[config.mk]
export PLATFORM = sky130hd
export DESIGN_NAME = vvc_long_luma_deblock_line
export DESIGN_NICKNAME = d
export VERILOG_FILES = /design/src/design/vvclld_pkg.sv /design/src/design/vvclld_ref.sv /design/src/design/vvclld_lane.sv /design/src/design/vvclld_merge.sv /design/src/design/vvc_long_luma_deblock_line.sv
export SDC_FILE = /design/constraint.sdc
export NUM_CORES = 2
export LEC_CHECK = 0
export BUFFER_PORTS_ARGS = -buffer_cell sky130_fd_sc_hd__buf_2
export CAP_MARGIN = 20
export CORE_AREA = 2 2 406 408
export CTS_BUF_LIST = sky130_fd_sc_hd__clkbuf_8
export CTS_CLUSTER_SIZE = 25
export DETAILED_ROUTE_END_ITERATION = 8
export DIE_AREA = 0 0 408 410
export MAX_ROUTING_LAYER = met4
export PLACE_DENSITY = 0.82
export SLEW_MARGIN = 10
export SYNTH_ARGS = -nofsm -noshare
export SYNTH_HDL_FRONTEND = slang
export SYNTH_SLANG_ARGS = --single-unit
[constraint.sdc]
create_clock -name clk -period 15 [get_ports clk]
set_clock_uncertainty 0.1 [all_clocks]
set_input_delay 1.5 -clock clk [delete_from_list [all_inputs] [get_ports clk]]
set_output_delay 1.5 -clock clk [all_outputs]
set_load 0.01 [all_outputs]
[src/design/vvclld_pkg.sv]
// ----------------------------------------------------------------------------
// vvclld_pkg
// Types, coefficient tables and helpers shared by the long luma deblocking
// line filter.
// ----------------------------------------------------------------------------
package vvclld_pkg;

    localparam int BIT_DEPTH_DEFAULT = 10;
    localparam int WORD_W            = 40;   // packed field width
    localparam int TC_W              = 10;
    localparam int LEN_W             = 3;
    localparam int SIDE_N            = 8;    // samples per side in one line
    localparam int LANE_N            = 7;    // longest filtered run per side
    localparam int DCOEF_W           = 6;
    localparam int TCOEF_W           = 3;
    localparam int CLIP_W            = 12;   // (tc * 6) >> 1 fits here

    localparam logic [LEN_W-1:0] LEN_CODE_5 = 3'd5;
    localparam logic [LEN_W-1:0] LEN_CODE_7 = 3'd7;

    typedef enum logic [1:0] {
        LEN3,
        LEN5,
        LEN7
    } len_t;

    typedef struct packed {
        logic [WORD_W-1:0] p_near;
        logic [WORD_W-1:0] p_far;
        logic [WORD_W-1:0] q_near;
        logic [WORD_W-1:0] q_far;
        logic [TC_W-1:0]   tc;
        logic [LEN_W-1:0]  p_length;
        logic [LEN_W-1:0]  q_length;
    } in_item_t;

    typedef struct packed {
        logic [WORD_W-1:0] p_near_out;
        logic [WORD_W-1:0] p_far_out;
        logic [WORD_W-1:0] q_near_out;
        logic [WORD_W-1:0] q_far_out;
    } out_item_t;

    // Per-line control that follows the samples down the pipe
    typedef struct packed {
        logic active;   // false for the 3/3 pair: line passes through
        len_t p_len;
        len_t q_len;
    } ctrl_t;

    localparam logic [DCOEF_W-1:0] DCOEF7 [7] = '{6'd59, 6'd50, 6'd41, 6'd32,
                                                  6'd23, 6'd14, 6'd5};
    localparam logic [DCOEF_W-1:0] DCOEF5 [5] = '{6'd58, 6'd45, 6'd32, 6'd19, 6'd6};
    localparam logic [DCOEF_W-1:0] DCOEF3 [3] = '{6'd53, 6'd32, 6'd11};
    localparam logic [TCOEF_W-1:0] TCOEF7 [7] = '{3'd6, 3'd5, 3'd4, 3'd3,
                                                  3'd2, 3'd1, 3'd1};
    localparam logic [TCOEF_W-1:0] TCOEF3 [3] = '{3'd6, 3'd4, 3'd2};

    // Lengths other than 5 and 7 count as 3
    function automatic len_t norm_len(input logic [LEN_W-1:0] code);
        len_t r;
        r = LEN3;
        if (code == LEN_CODE_7)
            r = LEN7;
        else if (code == LEN_CODE_5)
            r = LEN5;
        return r;
    endfunction

    function automatic logic lane_on(input len_t len, input int unsigned idx);
        logic r;
        r = 1'b0;
        unique case (len)
            LEN7:    r = (idx < 7);
            LEN5:    r = (idx < 5);
            default: r = (idx < 3);
        endcase
        return r;
    endfunction

    function automatic logic [DCOEF_W-1:0] dist_coef(input len_t len,
                                                     input int unsigned idx);
        logic [DCOEF_W-1:0] r;
        r = '0;
        unique case (len)
            LEN7:    if (idx < 7) r = DCOEF7[idx[2:0]];
            LEN5:    if (idx < 5) r = DCOEF5[idx[2:0]];
            default: if (idx < 3) r = DCOEF3[idx[1:0]];
        endcase
        return r;
    endfunction

    function automatic logic [TCOEF_W-1:0] clip_coef(input len_t len,
                                                     input int unsigned idx);
        logic [TCOEF_W-1:0] r;
        r = '0;
        unique case (len)
            LEN3:    if (idx < 3) r = TCOEF3[idx[1:0]];
            default: if (idx < 7) r = TCOEF7[idx[2:0]];
        endcase
        return r;
    endfunction

endpackage

[src/design/vvclld_ref.sv]
// ----------------------------------------------------------------------------
// vvclld_ref
// Reference values of one line: refMiddle by length pair, refP and refQ.
// ----------------------------------------------------------------------------
module vvclld_ref #(
    parameter int BIT_DEPTH = vvclld_pkg::BIT_DEPTH_DEFAULT
) (
    input  logic [BIT_DEPTH-1:0] p [vvclld_pkg::SIDE_N],
    input  logic [BIT_DEPTH-1:0] q [vvclld_pkg::SIDE_N],
    input  vvclld_pkg::ctrl_t    ctrl,
    output logic [BIT_DEPTH-1:0] mid,
    output logic [BIT_DEPTH-1:0] ref_p,
    output logic [BIT_DEPTH-1:0] ref_q
);

    // 16 weights of a full-scale sample plus rounding
    localparam int SW = BIT_DEPTH + 5;
    localparam int RW = BIT_DEPTH + 1;

    logic [SW-1:0] ep [vvclld_pkg::SIDE_N];
    logic [SW-1:0] eq [vvclld_pkg::SIDE_N];
    logic [SW-1:0] ea [vvclld_pkg::SIDE_N];   // long side for 7/3
    logic [SW-1:0] eb [vvclld_pkg::SIDE_N];   // short side for 7/3
    logic [SW-1:0] sum;
    logic [RW-1:0] rp_sum;
    logic [RW-1:0] rq_sum;

    always_comb
    begin
        for (int k = 0; k < vvclld_pkg::SIDE_N; k++)
        begin
            ep[k] = SW'(p[k]);
            eq[k] = SW'(q[k]);
            ea[k] = (ctrl.p_len == vvclld_pkg::LEN7) ? ep[k] : eq[k];
            eb[k] = (ctrl.p_len == vvclld_pkg::LEN7) ? eq[k] : ep[k];
        end
    end

    always_comb
    begin
        mid = '0;
        if (ctrl.p_len == ctrl.q_len && ctrl.p_len == vvclld_pkg::LEN5)
        begin
            sum = ((ep[0] + eq[0] + ep[1] + eq[1] + ep[2] + eq[2]) << 1)
                + ep[3] + eq[3] + ep[4] + eq[4] + SW'(8);
            mid = sum[SW-2:4];
        end
        else if (ctrl.p_len == ctrl.q_len && ctrl.p_len == vvclld_pkg::LEN7)
        begin
            sum = ((ep[0] + eq[0]) << 1) + ep[1] + eq[1] + ep[2] + eq[2]
                + ep[3] + eq[3] + ep[4] + eq[4] + ep[5] + eq[5]
                + ep[6] + eq[6] + SW'(8);
            mid = sum[SW-2:4];
        end
        else if ((ctrl.p_len == vvclld_pkg::LEN7 && ctrl.q_len == vvclld_pkg::LEN5)
              || (ctrl.p_len == vvclld_pkg::LEN5 && ctrl.q_len == vvclld_pkg::LEN7))
        begin
            sum = ((ep[0] + eq[0] + ep[1] + eq[1]) << 1) + ep[2] + eq[2]
                + ep[3] + eq[3] + ep[4] + eq[4] + ep[5] + eq[5] + SW'(8);
            mid = sum[SW-2:4];
        end
        else if ((ctrl.p_len == vvclld_pkg::LEN7 && ctrl.q_len == vvclld_pkg::LEN3)
              || (ctrl.p_len == vvclld_pkg::LEN3 && ctrl.q_len == vvclld_pkg::LEN7))
        begin
            sum = (ea[0] << 1) + (eb[0] << 1) + eb[0] + (eb[1] << 1) + eb[1]
                + (eb[2] << 1) + ea[1] + ea[2] + ea[3] + ea[4] + ea[5] + ea[6]
                + SW'(8);
            mid = sum[SW-2:4];
        end
        else
        begin
            // 5/3 pairs: eight-tap mean
            sum = ep[0] + eq[0] + ep[1] + eq[1] + ep[2] + eq[2] + ep[3] + eq[3]
                + SW'(4);
            mid = sum[SW-3:3];
        end
    end

    // Average of the two outermost taps on each side
    always_comb
    begin
        unique case (ctrl.p_len)
            vvclld_pkg::LEN7: rp_sum = RW'(p[7]) + RW'(p[6]) + RW'(1);
            vvclld_pkg::LEN5: rp_sum = RW'(p[5]) + RW'(p[4]) + RW'(1);
            default:          rp_sum = RW'(p[3]) + RW'(p[2]) + RW'(1);
        endcase
        unique case (ctrl.q_len)
            vvclld_pkg::LEN7: rq_sum = RW'(q[7]) + RW'(q[6]) + RW'(1);
            vvclld_pkg::LEN5: rq_sum = RW'(q[5]) + RW'(q[4]) + RW'(1);
            default:          rq_sum = RW'(q[3]) + RW'(q[2]) + RW'(1);
        endcase
    end

    assign ref_p = rp_sum[RW-1:1];
    assign ref_q = rq_sum[RW-1:1];

endmodule

[src/design/vvclld_lane.sv]
// ----------------------------------------------------------------------------
// vvclld_lane
// One sample position: blend refMiddle with the side reference, then clip
// to the sample +/- (tc * tcCoeff) >> 1.
// ----------------------------------------------------------------------------
module vvclld_lane #(
    parameter int BIT_DEPTH = vvclld_pkg::BIT_DEPTH_DEFAULT,
    parameter int LANE_IDX  = 0
) (
    input  logic [BIT_DEPTH-1:0]        mid,
    input  logic [BIT_DEPTH-1:0]        ref_side,
    input  logic [BIT_DEPTH-1:0]        smp,
    input  logic [vvclld_pkg::TC_W-1:0] tc,
    input  vvclld_pkg::len_t            len,
    output logic [BIT_DEPTH-1:0]        filt
);

    localparam int BW = BIT_DEPTH + 7;
    localparam int PW = vvclld_pkg::TC_W + vvclld_pkg::TCOEF_W;
    localparam int DW = ((BIT_DEPTH > vvclld_pkg::CLIP_W) ? BIT_DEPTH
                                                         : vvclld_pkg::CLIP_W) + 2;

    logic [vvclld_pkg::DCOEF_W:0]    dc;
    logic [vvclld_pkg::TCOEF_W-1:0]  tcc;
    logic [BW-1:0]                   blend;
    logic [PW-1:0]                   tc_prod;
    logic signed [DW-1:0]            v;
    logic signed [DW-1:0]            lo;
    logic signed [DW-1:0]            hi;
    logic signed [DW-1:0]            res;

    always_comb
    begin
        dc      = {1'b0, vvclld_pkg::dist_coef(len, LANE_IDX)};
        tcc     = vvclld_pkg::clip_coef(len, LANE_IDX);
        blend   = BW'(mid) * BW'(dc) + BW'(ref_side) * BW'(7'd64 - dc) + BW'(32);
        tc_prod = PW'(tc) * PW'(tcc);
        // blend >> 6 never leaves the sample range, so the 16-bit clamp is moot
        v       = DW'(blend[BW-1:6]);
        lo      = DW'(smp) - DW'(tc_prod[PW-1:1]);
        hi      = DW'(smp) + DW'(tc_prod[PW-1:1]);
        res     = v;
        if (res < lo)
            res = lo;
        if (res > hi)
            res = hi;
        filt    = res[BIT_DEPTH-1:0];
    end

endmodule

[src/design/vvclld_merge.sv]
// ----------------------------------------------------------------------------
// vvclld_merge
// Picks filtered or original sample per position and repacks the line.
// ----------------------------------------------------------------------------
module vvclld_merge #(
    parameter int BIT_DEPTH = vvclld_pkg::BIT_DEPTH_DEFAULT
) (
    input  logic [BIT_DEPTH-1:0]  p [vvclld_pkg::SIDE_N],
    input  logic [BIT_DEPTH-1:0]  q [vvclld_pkg::SIDE_N],
    input  logic [BIT_DEPTH-1:0]  p_filt [vvclld_pkg::LANE_N],
    input  logic [BIT_DEPTH-1:0]  q_filt [vvclld_pkg::LANE_N],
    input  vvclld_pkg::ctrl_t     ctrl,
    output vvclld_pkg::out_item_t item
);

    localparam int GW = 4 * BIT_DEPTH;
    localparam int WW = vvclld_pkg::WORD_W;

    logic [BIT_DEPTH-1:0] p_sel [vvclld_pkg::SIDE_N];
    logic [BIT_DEPTH-1:0] q_sel [vvclld_pkg::SIDE_N];
    logic [GW-1:0]        pn_w;
    logic [GW-1:0]        pf_w;
    logic [GW-1:0]        qn_w;
    logic [GW-1:0]        qf_w;

    always_comb
    begin
        for (int k = 0; k < vvclld_pkg::LANE_N; k++)
        begin
            p_sel[k] = (ctrl.active && vvclld_pkg::lane_on(ctrl.p_len, k)) ? p_filt[k] : p[k];
            q_sel[k] = (ctrl.active && vvclld_pkg::lane_on(ctrl.q_len, k)) ? q_filt[k] : q[k];
        end
        // outermost tap is never written
        p_sel[vvclld_pkg::SIDE_N-1] = p[vvclld_pkg::SIDE_N-1];
        q_sel[vvclld_pkg::SIDE_N-1] = q[vvclld_pkg::SIDE_N-1];

        for (int k = 0; k < 4; k++)
        begin
            pn_w[k*BIT_DEPTH +: BIT_DEPTH] = p_sel[k];
            pf_w[k*BIT_DEPTH +: BIT_DEPTH] = p_sel[k+4];
            qn_w[k*BIT_DEPTH +: BIT_DEPTH] = q_sel[k];
            qf_w[k*BIT_DEPTH +: BIT_DEPTH] = q_sel[k+4];
        end

        item.p_near_out = WW'(pn_w);
        item.p_far_out  = WW'(pf_w);
        item.q_near_out = WW'(qn_w);
        item.q_far_out  = WW'(qf_w);
    end

endmodule

[src/design/vvc_long_luma_deblock_line.sv]
// ----------------------------------------------------------------------------
// vvc_long_luma_deblock_line
// Long-tap luma deblocking filter for one line of samples across an edge.
// ----------------------------------------------------------------------------
// Takes one line per clock unless stalled by back-pressure on the result side.
// An item carries p0..p7 and q0..q7 (four samples per 40-bit field, sample 0
// in the low bits), tc and the two side lengths; lengths other than 5 or 7
// count as 3, and a 3/3 pair passes the line through unchanged. Stage one
// registers the unpacked samples together with refMiddle, refP and refQ;
// stage two runs fourteen filter lanes (seven per side) in parallel, merges
// them with the untouched samples and lands in the output register. Both
// stages hold under back-pressure and refill as soon as the result is
// taken, so the block sustains one item per cycle while results are taken.
// Samples are BIT_DEPTH bits; result bits above 4*BIT_DEPTH are zero, and at
// BIT_DEPTH above 10 the packed samples are cut to the 40-bit field.
// ----------------------------------------------------------------------------
module vvc_long_luma_deblock_line #(
    parameter int BIT_DEPTH = vvclld_pkg::BIT_DEPTH_DEFAULT
) (
    input  logic                  clk,
    input  logic                  rst_n,
    input  logic                  line_valid,
    output logic                  line_ready,
    input  vvclld_pkg::in_item_t  line_item,
    output logic                  result_valid,
    input  logic                  result_ready,
    output vvclld_pkg::out_item_t result_item
);

    localparam int GW = 4 * BIT_DEPTH;
    localparam int NS = vvclld_pkg::SIDE_N;
    localparam int NL = vvclld_pkg::LANE_N;

    // ---- handshake / pipeline control ----
    logic s1_valid_reg, s1_valid_next;
    logic out_valid_reg, out_valid_next;
    logic s1_load;
    logic out_load;

    // ---- stage 0: unpack and reference values ----
    logic [GW-1:0]          pn_ext, pf_ext, qn_ext, qf_ext;
    logic [BIT_DEPTH-1:0]   p_in [NS];
    logic [BIT_DEPTH-1:0]   q_in [NS];
    vvclld_pkg::ctrl_t      ctrl_in;
    logic [BIT_DEPTH-1:0]   mid_in, ref_p_in, ref_q_in;

    // ---- stage 1 registers ----
    logic [BIT_DEPTH-1:0]        p_reg [NS];
    logic [BIT_DEPTH-1:0]        q_reg [NS];
    logic [BIT_DEPTH-1:0]        mid_reg, ref_p_reg, ref_q_reg;
    logic [vvclld_pkg::TC_W-1:0] tc_reg;
    vvclld_pkg::ctrl_t           ctrl_reg;

    // ---- stage 2: lanes and merge ----
    logic [BIT_DEPTH-1:0]   p_filt [NL];
    logic [BIT_DEPTH-1:0]   q_filt [NL];
    vvclld_pkg::out_item_t  merged;
    vvclld_pkg::out_item_t  result_reg;

    // Output register loads when empty or being drained; stage one loads
    // when it is empty or can hand its line on.
    assign out_load   = !out_valid_reg || result_ready;
    assign s1_load    = !s1_valid_reg || out_load;
    assign line_ready = s1_load;

    always_comb
    begin
        s1_valid_next  = s1_load ? line_valid : s1_valid_reg;
        out_valid_next = out_load ? s1_valid_reg : out_valid_reg;
    end

    always_ff @(posedge clk or negedge rst_n)
    begin
        if (!rst_n)
        begin
            s1_valid_reg  <= 1'b0;
            out_valid_reg <= 1'b0;
        end
        else
        begin
            s1_valid_reg  <= s1_valid_next;
            out_valid_reg <= out_valid_next;
        end
    end

    // Unpack four samples per field
    always_comb
    begin
        pn_ext = GW'(line_item.p_near);
        pf_ext = GW'(line_item.p_far);
        qn_ext = GW'(line_item.q_near);
        qf_ext = GW'(line_item.q_far);
        for (int k = 0; k < 4; k++)
        begin
            p_in[k]   = pn_ext[k*BIT_DEPTH +: BIT_DEPTH];
            p_in[k+4] = pf_ext[k*BIT_DEPTH +: BIT_DEPTH];
            q_in[k]   = qn_ext[k*BIT_DEPTH +: BIT_DEPTH];
            q_in[k+4] = qf_ext[k*BIT_DEPTH +: BIT_DEPTH];
        end
        ctrl_in.p_len  = vvclld_pkg::norm_len(line_item.p_length);
        ctrl_in.q_len  = vvclld_pkg::norm_len(line_item.q_length);
        ctrl_in.active = !(ctrl_in.p_len == vvclld_pkg::LEN3
                           && ctrl_in.q_len == vvclld_pkg::LEN3);
    end

    vvclld_ref #(
        .BIT_DEPTH (BIT_DEPTH)
    ) u_ref (
        .p     (p_in),
        .q     (q_in),
        .ctrl  (ctrl_in),
        .mid   (mid_in),
        .ref_p (ref_p_in),
        .ref_q (ref_q_in)
    );

    always_ff @(posedge clk)
    begin
        if (s1_load && line_valid)
        begin
            p_reg     <= p_in;
            q_reg     <= q_in;
            mid_reg   <= mid_in;
            ref_p_reg <= ref_p_in;
            ref_q_reg <= ref_q_in;
            tc_reg    <= line_item.tc;
            ctrl_reg  <= ctrl_in;
        end
    end

    // Seven lanes per side; lanes past the side length are masked in merge
    for (genvar i = 0; i < NL; i++)
    begin : g_lane
        vvclld_lane #(
            .BIT_DEPTH (BIT_DEPTH),
            .LANE_IDX  (i)
        ) u_p_lane (
            .mid      (mid_reg),
            .ref_side (ref_p_reg),
            .smp      (p_reg[i]),
            .tc       (tc_reg),
            .len      (ctrl_reg.p_len),
            .filt     (p_filt[i])
        );

        vvclld_lane #(
            .BIT_DEPTH (BIT_DEPTH),
            .LANE_IDX  (i)
        ) u_q_lane (
            .mid      (mid_reg),
            .ref_side (ref_q_reg),
            .smp      (q_reg[i]),
            .tc       (tc_reg),
            .len      (ctrl_reg.q_len),
            .filt     (q_filt[i])
        );
    end

    vvclld_merge #(
        .BIT_DEPTH (BIT_DEPTH)
    ) u_merge (
        .p      (p_reg),
        .q      (q_reg),
        .p_filt (p_filt),
        .q_filt (q_filt),
        .ctrl   (ctrl_reg),
        .item   (merged)
    );

    always_ff @(posedge clk)
    begin
        if (out_load && s1_valid_reg)
            result_reg <= merged;
    end

    assign result_valid = out_valid_reg;
    assign result_item  = result_reg;

endmodule

==> impl_metrics.env <==
export IMPL_dpl_cell_count=13100
export IMPL_drt_iter0_drc=8667
export IMPL_die_w_microns=408
export IMPL_cp_common_cell="ha_1"
export IMPL_hold_depth=0
export IMPL_grt_first_pass_wirelength_microns=499000
export IMPL_worst_slack_ps=2290
export IMPL_clk_insertion_delay_late_ps=800
export IMPL_yosys_area_top_type="fa_1"
export IMPL_antenna_found_initial=37
export IMPL_timing_fmax_mhz=78.7
export IMPL_async_flop_share_pct=0.545
export IMPL_cts_tree="built"
export IMPL_wl_microns=335000
export IMPL_ys_ff_latch=367
export IMPL_nFillCells=13900
export IMPL_cts_sinks=367
export IMPL_syn_inst=10700
export IMPL_cap_violations=0
export IMPL_drc_errors=0
export IMPL_hp_class="flip-flop to flip-flop"
export IMPL_ys_warnings_count=0
export IMPL_grtUsageTotal_pct=41.3
export IMPL_wl_per_cell_microns=25.2
export IMPL_synthTopCellsByArea="fa_1 (25%), ha_1 (25%), edfxtp_1 (11%)"
export IMPL_worstPathArrival_ps=13200
export IMPL_die_h_microns=410
export IMPL_postRouteAntennaNets=0
export IMPL_period_minus_slack_ps=12710
export IMPL_finalSetupTns_ps=0
export IMPL_synthTopCellsByCount="inv_1 (2345), ha_1 (1935), fa_1 (1212)"
export IMPL_rows=149
export IMPL_cp_end_kind="flip-flop"
export IMPL_pin_count=342
export IMPL_area_delta_synth_final_pct=5.79
export IMPL_htree_levels=3
export IMPL_grt_pass1_vias=79900
export IMPL_final_max_slew_viol_count=0
export IMPL_cp_max_fo=37
export IMPL_netlist_area_sq_um=97400
export IMPL_avgSynthCellArea_sq_um=9.12
export IMPL_slowest_delay_ps=780
export IMPL_critPathBufInv=7
export IMPL_rsz0062_at_grt="false"
export IMPL_detail_route_vias_per_cell=5.97
export IMPL_yosysMostFrequentCell="inv_1"
export IMPL_pre_cts_ws_ps=2540
export IMPL_cts_root_buffer="clkbuf_8"
export IMPL_grt_overflow=0
export IMPL_synth_ff_type="edfxtp_1"
export IMPL_layout_drive_gt1_share_pct=5.86
export IMPL_cts_setup_buffers=0
export IMPL_largest_reg_flops=160
export IMPL_critPathKind="flip-flop to flip-flop"
export IMPL_ctsResizeCount=0
export IMPL_cpLargestDelayFamily="adder cells"
export IMPL_io_buffers=341
export IMPL_firstDrtPassIters=8
export IMPL_hold_buffers=0
export IMPL_synth_edf_count=365
export IMPL_setup_viol=0
export IMPL_grt_max_degree=98
export IMPL_whs_ps=322
export IMPL_worst_path_stages=42
export IMPL_required_ps=15490
export IMPL_final_nets=14300
export IMPL_hold_viol_final=0
export IMPL_core_area_sq_um=163000
export IMPL_clkSlewWorstSetupHoldPaths_ps=70
export IMPL_r2r_cells=42
export IMPL_dpl_hpwl_microns=287000
export IMPL_finalCritPeriodShare_pct=84.8
export IMPL_dieArea_sq_um=167000
export IMPL_ys_seq_area_share_pct=11.3
export IMPL_synth_cell_types=108
export IMPL_status="completed"
export IMPL_fin_cells=13300
export IMPL_cp_slowest_cell="ha_2"
export IMPL_slew_headroom_pct=20.1
export IMPL_start_util_pct=59.6
export IMPL_cts_buffers=71
export IMPL_yosysTopAreaCellShare_pct=24.9
export IMPL_tightest_slew_ps=1190
export IMPL_crit_path_start_kind="flip-flop"
export IMPL_gp_congestion=1.09
export IMPL_clk_path_buf_depth=3
export IMPL_vias=79000
[logic make-up after synthesis]
family	after synthesis	share of synthesized area (%)
AO/OA/AOI/OAI	1821	12.3
flip-flops	367	11.3
multiplexers	107	1.15
adder cells (fa/ha/maj)	3148	49.8
buffers and inverters	2581	10.0
other	2	0.00771
AND/OR/NAND/NOR	2057	10.1
XOR/XNOR	603	5.42
[layout make-up]
type	instances	area, sq um	area share [%]
inverters	2352	8830	8.57
clock inverters	53	273	0.265
diodes	18	45.0	0.0437
repair buffers	424	2330	2.26
clock buffers	72	991	0.962
flip-flops and latches	367	11000	10.7
well taps	2189	2740	2.66
multi-input cells	7776	76800	74.6
[per-layer routing]
| metal | global-route usage (%) | vias to the layer above | part of all wire, % |
|---|---|---|---|
| met5 | - | - | 0 |
| met4 | 16.3 | 0 | 5.0 |
| met3 | 10.1 | 697 | 12 |
| met2 | 58.9 | 4054 | 42 |
| met1 | 56.4 | 38600 | 42 |
| li1 | - | 35700 | - |
[cells in the final DEF, fill, tap and decap left out, types with 40 or more instances in the layout]
| master | count |
|---|---|
| a211oi_1 | 48 |
| a21o_1 | 166 |
| a21oi_1 | 550 |
| and2_1 | 94 |
| and3_1 | 46 |
| buf_2 | 341 |
| buf_4 | 82 |
| clkbuf_8 | 72 |
| conb_1 | 40 |
| edfxtp_1 | 365 |
| fa_1 | 1212 |
| ha_1 | 1931 |
| inv_1 | 2361 |
| mux2i_1 | 73 |
| nand2_1 | 606 |
| nand2b_1 | 146 |
| nand3_1 | 112 |
| nand4_1 | 51 |
| nor2_1 | 550 |
| nor2b_1 | 160 |
| nor3_1 | 130 |
| o211ai_1 | 47 |
| o21a_1 | 102 |
| o21ai_0 | 350 |
| o21bai_1 | 113 |
| xnor2_1 | 422 |
| xor2_1 | 180 |
[metrics by stage]
step | area (sq um) | utilization (%)
after floorplan | 97500 | -
after global placement | 102000 | 62.2
after detailed placement | 102000 | 62.2
after CTS | 103000 | 63.0
after global routing | 103000 | 63.0
final | 103000 | 63.0
[path summary, 6_finish.rpt]
| path | from | to | slack [ps] |
|---|---|---|---|
| worst max-delay path | ctrl_reg[2] | result_item[90] | 2290 |
| worst min register to register | q_reg[5] | result_item[35] | 320 |
| worst max register to register | ctrl_reg[2] | result_item[90] | 2290 |
| worst min-delay path | q_reg[5] | result_item[35] | 320 |
| min in group asynchronous | rst_n | s1_valid_reg | 360 |
| max in group asynchronous | rst_n | result_valid | 14350 |
Power is not shown: default switching activity piles up to over one toggle a cycle in this logic, so the estimate is an artifact.
